### config.mk
export PLATFORM = sky130hd
export DESIGN_NAME = hdsu_ram
export DESIGN_NICKNAME = d
export VERILOG_FILES = /design/src/rtl/hdsu_ram.sv
export SDC_FILE = /design/constraint.sdc
export NUM_CORES = 1
export LEC_CHECK = 0
export BUFFER_PORTS_ARGS = -buffer_cell sky130_fd_sc_hd__buf_2
export CAP_MARGIN = 20
export CORE_MARGIN = 2
export CORE_UTILIZATION = 29
export CTS_BUF_LIST = sky130_fd_sc_hd__clkbuf_8
export CTS_CLUSTER_DIAMETER = 50
export DETAILED_ROUTE_END_ITERATION = 7
export PLACE_DENSITY = 0.48
export SLEW_MARGIN = 20
export SYNTH_ARGS = -nofsm -noshare
export SYNTH_HDL_FRONTEND = slang
export SYNTH_SLANG_ARGS = --single-unit
export TNS_END_PERCENT = 5
### constraint.sdc
create_clock -name clk_i -period 2.9 [get_ports clk_i]
set_clock_uncertainty 0.1 [all_clocks]
set_input_delay 0 -clock clk_i [delete_from_list [all_inputs] [get_ports clk_i]]
set_output_delay 0 -clock clk_i [all_outputs]
set_load 0.01 [all_outputs]
### src/rtl/hdsu_ram.sv
`timescale 1ns / 1ps
// Generic simple dual-port RAM: one write port, one read port, registered read.
// No dependencies.
module hdsu_ram #(
  parameter int WIDTH = 8,
  parameter int DEPTH = 16
) (
  input  logic                     clk_i,
  input  logic                     we_i,
  input  logic [$clog2(DEPTH)-1:0] waddr_i,
  input  logic [WIDTH-1:0]         wdata_i,
  input  logic                     re_i,
  input  logic [$clog2(DEPTH)-1:0] raddr_i,
  output logic [WIDTH-1:0]         rdata_o
);

  logic [WIDTH-1:0] mem [DEPTH];
  logic [WIDTH-1:0] rdata_q;

  always_ff @(posedge clk_i) begin
    if (we_i) begin
      mem[waddr_i] <= wdata_i;
    end
    if (re_i) begin
      rdata_q <= mem[raddr_i];
    end
  end

  assign rdata_o = rdata_q;

endmodule

==> results of run 1 <==
==> report_power, final <==
part	switching, W	internal (W)
logic	0.000124	0.0000902
registers	0.0000110	0.00221
clock network	0.000630	0.000543
==> synthesized netlist by cell type (all sizes together) <==
cell type	n	area (um^2)
clkdlybuf4s25	3	30.0
nand3	1	5.00
and2b	1	7.51
nor3	4	20.0
and2	1	6.26
nand2	9	33.8
or3b	1	8.76
nor2	13	48.8
nand2b	2	12.5
buf	7	56.3
nand3b	2	15.0
a22oi	16	120
mux4	32	773
edfxtp	136	4080
nor2b	1	6.26
==> logic make-up (layout without fill, tap and decap cells) <==
kind of cell,count (synthesis),after routing,share of synthesized area
AO/OA/AOI/OAI,16,16,0.0230
buffers and inverters,10,76,0.0165
flip-flops,136,136,0.781
multiplexers,32,32,0.148
other,0,1,0
AND/OR/NAND/NOR,35,35,0.0314
==> through the flow <==
stage	worst slack [ns]	std cells	area, um^2	hold slack [ns]	power [W]
3_5_place_dp	1.15	486	5660	0.301	0.00248
4_1_cts	1.25	524	6030	0.0123	0.00366
2_1_floorplan	1.31	229	5230	-0.00113	0.00238
5_1_grt	1.22	525	6040	0.0301	0.00377
3_3_place_gp	1.16	486	5660	0.292	0.00247
6_report	1.29	525	6040	0.0477	0.00361
==> worst paths after layout <==
check             cells after the start  slack [ns]  startpoint    endpoint
hold / removal                        3        0.05  waddr_i[0]   mem[8][2]
setup reg to reg                      3        1.29   mem[0][6]  rdata_o[6]
setup / recovery                      3        1.29   mem[0][6]  rdata_o[6]
hold reg to reg                       3        0.67  mem[14][4]  rdata_o[4]
==> worst reg2reg max path: cells and delay by family, from the launching register on <==
kind,cells,cell delay [ns]
muxes,1,0.47
and+or+nand+nor,1,0.17
DFF,1,0.38
AOI/OAI and AO/OA,1,0.22
==> final cells by class <==
cell class                      instances  area (um^2)  share of cell area
Antenna cell                            1         2.50            0.000415
Clock buffer                           17          234              0.0388
Clock inverter                         12         50.0             0.00829
Multi-Input combinational cell         83         1060               0.175
Sequential cell                       136         4080               0.676
Tap cell                              229          287              0.0475
Timing Repair Buffer                   47          323              0.0535
==> flip-flops by register name, summed over array words and instances (netlist names) <==
name,flops
mem,128
rdata_o,8
==> routing by layer <==
layer	wire length [um]	track usage
met1	5380	0.174
met2	4970	0.174
met3	401	0.0357
met4	85	0.0354
met5	0	0
==> results.sh, run 1 <==
export IMPL_relSlewSlack=0.334
export IMPL_ys_seq_area_frac=0.781
export IMPL_critPathKind="reg -> reg"
export IMPL_slowest_stage="mux4_2"
export IMPL_grt_overflow_total=0
export IMPL_worstPathArrival_ns=1.65
export IMPL_routabilityCongestion=0.733
export IMPL_cts_resized=0
export IMPL_die_y_um=138
export IMPL_nFillCells=1651
export IMPL_first_pass_iters=4
export IMPL_cts_reportedPaths_clkPinSlew_ns=0.07
export IMPL_cts_buffers=17
export IMPL_ys_seq_elements=136
export IMPL_grt_max_degree=33
export IMPL_status="finished, final reports clean"
export IMPL_syn_to_final_growth_pct=15.5
export IMPL_required_ns=2.94
export IMPL_max_freq_mhz=620
export IMPL_hp_class="in -> reg"
export IMPL_cts_buffer_depth=2
export IMPL_die_area_um2=19100
export IMPL_tns_ns=0
export IMPL_yosys_warnings=0
export IMPL_port_buffers=26
export IMPL_worstMarginPinSlew_ns=0.995
export IMPL_wl_per_cell_um=20.6
export IMPL_postRouteAntennaNets=0
export IMPL_clkLatencyLatePin_ns=0.42
export IMPL_vdd_ir_drop_worst_mv=0.319
export IMPL_netlist_instances=229
export IMPL_rsz0062_at_grt="false"
export IMPL_vias_per_cell=4.61
export IMPL_critPathMaxStageDelay_ns=0.47
export IMPL_cp_start_kind="flip-flop"
export IMPL_post_cts_buffers=0
export IMPL_grt_first_pass_wirelength_um=16300
export IMPL_core_um2=17800
export IMPL_finalWirelength_um=10800
export IMPL_drt_initial_drc_count=182
export IMPL_io_pins=27
export IMPL_p_per_area_nw_per_um2=598
export IMPL_clock_sinks=136
export IMPL_finalHoldViolations=0
export IMPL_cts_root_buffer="clkbuf_8"
export IMPL_final_setup_viol_count=0
export IMPL_grtUsageTotal=0.119
export IMPL_die_x_um=138
export IMPL_htree_levels=4
export IMPL_drive_above_1_share=0.264
export IMPL_synth_fp_nets=248
export IMPL_ctsHoldBuffers=9
export IMPL_std_cell_rows=49
export IMPL_grt_pass1_vias=2510
export IMPL_fin_util=0.338
export IMPL_synth_area_um2=5230
export IMPL_fin_crit_ns=1.61
export IMPL_avgSynthCellArea_um2=22.8
export IMPL_crit_chain="mux4_2 > a22oi_1 > nand2_1"
export IMPL_most_common_layout_cells="edfxtp_1, buf_2, mux4_2"
export IMPL_grt_antenna_before_repair=1
export IMPL_layout_commonest_cell="edfxtp_1"
export IMPL_crit_family="multiplexers"
export IMPL_critical_path_peak_fanout=1
export IMPL_yosysUniqueCellTypes=18
export IMPL_place_hpwl_um=6680
export IMPL_cts_tree="yes"
export IMPL_p_leak_nw=1.98
export IMPL_period_share=0.557
export IMPL_vias=2419
export IMPL_critPathBufInv=0
export IMPL_finalMaxSlewViolations=0
export IMPL_initial_core_util=0.293
export IMPL_final_nets=304
export IMPL_endpoint_kind="flip-flop"
export IMPL_drv_cap=0
export IMPL_route_detailed_drc=0
Note: power is estimated with default switching activity, not from simulation.
==> inputs of run 2 (changes only) <==
- clock period: 2.9 -> 1.5 ns (I/O delays scaled with it)
==> run 2 against run 1 <==
- the flow now finishes with violations (negative setup slack)
- first-iteration DRC count rose by 33%
- sequential share of layout area fell by 3.9 points
- register-to-register slack got worse by 1.4 ns
- non-clock buffer count up 25
- critical path type unchanged
- routed wire length grew 2.2%
- combinational power grew 120%
- sequential cell count unchanged
- cell area grew 6.2%
==> results.sh, run 2 (same netlist as run 1, synthesis figures left out) <==
export IMPL_max_freq_mhz=633
export IMPL_period_share=1.05
export IMPL_clkLatencyLatePin_ns=0.45
export IMPL_drt_initial_drc_count=242
export IMPL_vias=2531
export IMPL_critical_path_peak_fanout=1
export IMPL_required_ns=1.58
export IMPL_final_nets=329
export IMPL_cts_tree="yes"
export IMPL_core_um2=17800
export IMPL_post_cts_buffers=0
export IMPL_vdd_ir_drop_worst_mv=0.808
export IMPL_postRouteAntennaNets=0
export IMPL_io_pins=27
export IMPL_critPathKind="reg -> reg"
export IMPL_cts_buffer_depth=2
export IMPL_nFillCells=1640
export IMPL_worstMarginPinSlew_ns=0.949
export IMPL_initial_core_util=0.293
export IMPL_endpoint="rdata_o[6]"
export IMPL_finalInstanceArea_um2=6410
export IMPL_grt_first_pass_wirelength_um=16500
export IMPL_die_y_um=138
export IMPL_rsz0062_at_grt="true"
export IMPL_wl_per_cell_um=20.1
export IMPL_largest_reg_flops=128
export IMPL_layout_setup_ws_ns=-0.0793
export IMPL_vias_per_cell=4.59
export IMPL_reg2reg_from="mem[3][6]"
export IMPL_hp_class="in -> reg"
export IMPL_finalWirelength_um=11100
export IMPL_largest_register="mem"
export IMPL_htree_levels=4
export IMPL_grt_max_degree=17
export IMPL_first_pass_iters=5
export IMPL_syn_to_final_growth_pct=22.6
export IMPL_drive_above_1_share=0.370
export IMPL_cp_start_kind="flip-flop"
export IMPL_place_area_um2=5860
export IMPL_dpl_worst_slack_ns=-0.332
export IMPL_most_common_layout_cells="edfxtp_1, buf_4, buf_2"
export IMPL_critical_path_startpoint="mem[3][6]"
export IMPL_cts_reportedPaths_clkPinSlew_ns=0.07
export IMPL_cts_root_buffer="clkbuf_8"
export IMPL_r2r_end="rdata_o[6]"
export IMPL_std_cell_rows=49
export IMPL_clock_sinks=136
export IMPL_p_switching_w=0.00158
export IMPL_fin_crit_ns=1.58
export IMPL_switching_share=0.202
export IMPL_status="finished, violations left"
export IMPL_worstPathArrival_ns=1.66
export IMPL_place_hpwl_um=7420
export IMPL_routabilityCongestion=0.767
export IMPL_pwr_share_comb=0.061
export IMPL_violations="negative setup slack"
export IMPL_drv_cap=0
export IMPL_die_x_um=138
export IMPL_reg2reg_slack_ns=-0.08
export IMPL_endpoint_kind="flip-flop"
export IMPL_antenna_cells=0
export IMPL_layout_commonest_cell="edfxtp_1"
export IMPL_ff2ff_path_depth=3
export IMPL_p_per_area_nw_per_um2=1220
export IMPL_finalMaxSlewViolations=0
export IMPL_cts_buffers=17
export IMPL_port_buffers=26
export IMPL_pwr_share_clk=0.390
export IMPL_intPower_w=0.00625
export IMPL_final_setup_viol_count=10
export IMPL_grt_overflow_total=0
export IMPL_grtUsageTotal=0.121
export IMPL_finalHoldViolations=0
export IMPL_die_area_um2=19100
export IMPL_p_seq_frac=0.549
export IMPL_grt_pass1_vias=2728
export IMPL_route_detailed_drc=0
export IMPL_grt_antenna_before_repair=0
export IMPL_relSlewSlack=0.366
export IMPL_p_leak_nw=2.14
## run 2: cell types whose count changed in the layout (fill, tap and decap cells not counted), sizes merged
cell,before,now
clkinvlp,0,1
buf,38,58
bufinv,0,4
inv,4,2
clkinv,8,7
diode,1,0
dlygate4sd3,9,14
## run 2: routing by layer
layer	up-vias	track usage	share of wire	routed length [um]
met1	1310	0.169	0.46	5140
li1	1133	-	-	-
met2	74	0.182	0.46	5130
met3	14	0.0336	0.057	628
met4	0	0.0494	0.016	180
met5	-	0	0	0
## run 2: final cells by class
| cell class | count | area, um^2 | area share |
|---|---|---|---|
| clock buffer | 17 | 234 | 0.0365 |
| timing repair buffer | 72 | 561 | 0.0875 |
| tap | 229 | 287 | 0.0447 |
| clock inverter | 14 | 165 | 0.0258 |
| sequential | 136 | 4080 | 0.637 |
| multi-input combinational | 83 | 1080 | 0.168 |
## run 2: what timing repair did
item                                    in CTS  in global routing
endpoints found under the setup margin       8                 28
hold buffers                                14                  0
gates resized for setup                     10                  6
gates cloned                                 0                  0
hold endpoints to repair                   146                  0
pin swaps                                    3                  6
## run 2: power groups by stage
stage          registers [W]  clock network [W]  logic [W]
6_report             0.00430            0.00305   0.000478
3_5_place_dp         0.00439                  0   0.000442
4_1_cts              0.00431            0.00313   0.000482
2_1_floorplan        0.00439                  0   0.000216
3_3_place_gp         0.00439                  0   0.000437
5_1_grt              0.00431            0.00330   0.000522
## run 2: worst min-delay path by stage
stage / startpoint / to / slack, ns / cells past startpoint
global route: raddr_i[0] / rdata_o[4] / 0.14 / 4
detailed placement: wdata_i[2] / mem[1][2] / 0.30 / 1
CTS: raddr_i[0] / rdata_o[4] / 0.1 / 4
global placement: wdata_i[5] / mem[4][5] / 0.29 / 1
finish: raddr_i[0] / rdata_o[4] / 0.12 / 4
floorplan: wdata_i[0] / mem[0][0] / -0.001 / 0
## run 2: through the flow
step,util,setup TNS (ns),hold WS [ns],power [W],instances
floorplan,-,0,-0.00113,0.00460,229
global placement,0.328,-1.73,0.289,0.00483,507
detailed placement,0.328,-1.85,0.300,0.00483,507
CTS,0.359,-0.408,0.0986,0.00792,551
global route,0.359,-0.957,0.141,0.00813,551
finish,0.359,-0.207,0.120,0.00784,551
## run 2: worst max-delay path, stage by stage, from the launching register on
cell and delay (ns):
edfxtp_1 0.36, mux4_2 0.49, a22oi_2 0.26, nand2_1 0.11
==> inputs of run 3 (changes only) <==
- CORE_ASPECT_RATIO: default -> 1.75
==> run 3 against run 2 <==
- the run now ends clean
- setup slack improved by 0.080 ns
- routed wire length fell by 0.80%
- clock power up 8.5%
- first-iteration DRC count decreased by 26%
- sequential cell count is the same
- via count fell by 1.8%
- critical path type unchanged
- largest power group unchanged
- core utilization barely moved
==> results.sh, run 3 (same netlist as run 1, synthesis figures left out) <==
export IMPL_endpoint_kind="flip-flop"
export IMPL_dpl_worst_slack_ns=-0.156
export IMPL_max_freq_mhz=667
export IMPL_cp_start_kind="flip-flop"
export IMPL_routabilityCongestion=0.754
export IMPL_wl_per_cell_um=19.9
export IMPL_worstMarginPinSlew_ns=0.967
export IMPL_nFillCells=1640
export IMPL_largest_register="mem"
export IMPL_die_x_um=105
export IMPL_fin_util=0.359
export IMPL_antenna_cells=0
export IMPL_clkLatencyLatePin_ns=0.44
export IMPL_grtUsageTotal=0.125
export IMPL_htree_levels=4
export IMPL_grt_max_degree=19
export IMPL_first_pass_iters=4
export IMPL_worstPathArrival_ns=1.59
export IMPL_die_y_um=182
export IMPL_drive_above_1_share=0.406
export IMPL_status="finished, final reports clean"
export IMPL_vias_per_cell=4.50
export IMPL_place_hpwl_um=7740
export IMPL_io_pins=27
export IMPL_finalHoldViolations=0
export IMPL_syn_to_final_growth_pct=22.5
export IMPL_cts_buffer_depth=2
export IMPL_period_share=1.00
export IMPL_cts_root_buffer="clkbuf_8"
export IMPL_vias=2485
export IMPL_rsz0062_at_grt="true"
export IMPL_std_cell_rows=65
export IMPL_clock_sinks=136
export IMPL_grt_antenna_before_repair=0
export IMPL_cts_reportedPaths_clkPinSlew_ns=0.08
export IMPL_core_um2=17800
export IMPL_grt_overflow_total=0
export IMPL_grt_first_pass_wirelength_um=16900
export IMPL_dp_cells=510
export IMPL_hp_class="in -> reg"
export IMPL_drv_cap=0
export IMPL_fin_crit_ns=1.50
export IMPL_grt_pass1_vias=2742
export IMPL_final_setup_viol_count=0
export IMPL_crit_chain="mux4_2 > a22oi_2 > nand2_1"
export IMPL_vdd_ir_drop_worst_mv=0.519
export IMPL_tns_ns=0
export IMPL_largest_reg_flops=128
export IMPL_die_area_um2=19200
export IMPL_slowest_stage="mux4_2"
export IMPL_initial_core_util=0.294
export IMPL_critPathMaxStageDelay_ns=0.48
export IMPL_critPathKind="reg -> reg"
export IMPL_layout_setup_ws_ns=0.000226
export IMPL_critical_path_peak_fanout=1
export IMPL_p_per_area_nw_per_um2=1260
export IMPL_cts_tree="yes"
export IMPL_finalMaxSlewViolations=0
export IMPL_final_nets=325
export IMPL_drt_initial_drc_count=179
export IMPL_port_buffers=26
export IMPL_finalPower_w=0.00807
export IMPL_p_leak_nw=2.11
export IMPL_route_detailed_drc=0
export IMPL_finalWirelength_um=11000
export IMPL_required_ns=1.59
export IMPL_postRouteAntennaNets=0
export IMPL_cts_buffers=17
export IMPL_layout_commonest_cell="edfxtp_1"
export IMPL_most_common_layout_cells="edfxtp_1, mux4_2, buf_4"
export IMPL_layout_cells_non_filler=552
export IMPL_relSlewSlack=0.354
-- run 3: critical path: cells and delay by family (launching register included) --
family	cells	cell delay, ns
muxes	1	0.48
DFF	1	0.36
AOI/OAI and AO/OA	1	0.20
and+or+nand+nor	1	0.11
-- run 3: area by class of cell --
class | count | area, um^2 | area share
sequential | 136 | 4080 | 0.638
multi-input combinational | 83 | 1060 | 0.166
clock buffer | 17 | 234 | 0.0366
timing repair buffer | 68 | 523 | 0.0817
tap | 234 | 293 | 0.0457
clock inverter | 14 | 206 | 0.0323
-- run 3: power by group --
group | total, W | switching [W] | internal (W)
logic | 0.000470 | 0.000252 | 0.000218
clock network | 0.00331 | 0.00135 | 0.00195
registers | 0.00430 | 0.0000216 | 0.00428
total | 0.00807 | 0.00163 | 0.00645
-- run 3: final timing paths --
kind / startpoint / slack [ns] / end / cells after the start
worst max-delay path: mem[3][3] / 0.0002 / rdata_o[3] / 3
worst min-delay path: waddr_i[3] / 0.11 / mem[0][2] / 4
worst max register to register: mem[3][3] / 0.0002 / rdata_o[3] / 3
worst min register to register: mem[14][4] / 0.65 / rdata_o[4] / 3
-- run 3: what timing repair did --
action,in CTS,in global routing
endpoints found under the setup margin,6,8
buffers inserted,0,0
endpoints found under the hold margin,144,0
hold buffers,11,0
pin swaps,8,5
resized for setup,15,8
-- run 3: through the flow --
stage / hold slack, ns / instance area [um^2]
floorplan: -0.00113 / 5230
global placement: 0.284 / 5850
detailed placement: 0.282 / 5850
CTS: 0.0873 / 6400
global route: 0.116 / 6400
finish: 0.114 / 6400
-- run 3: per-layer routing --
metal,vias up,global-route usage,share of wire
met1,1289,0.131,0.37
li1,1117,-,-
met5,-,0,0
met2,67,0.233,0.57
met3,12,0.0284,0.032
met4,0,0.0553,0.020
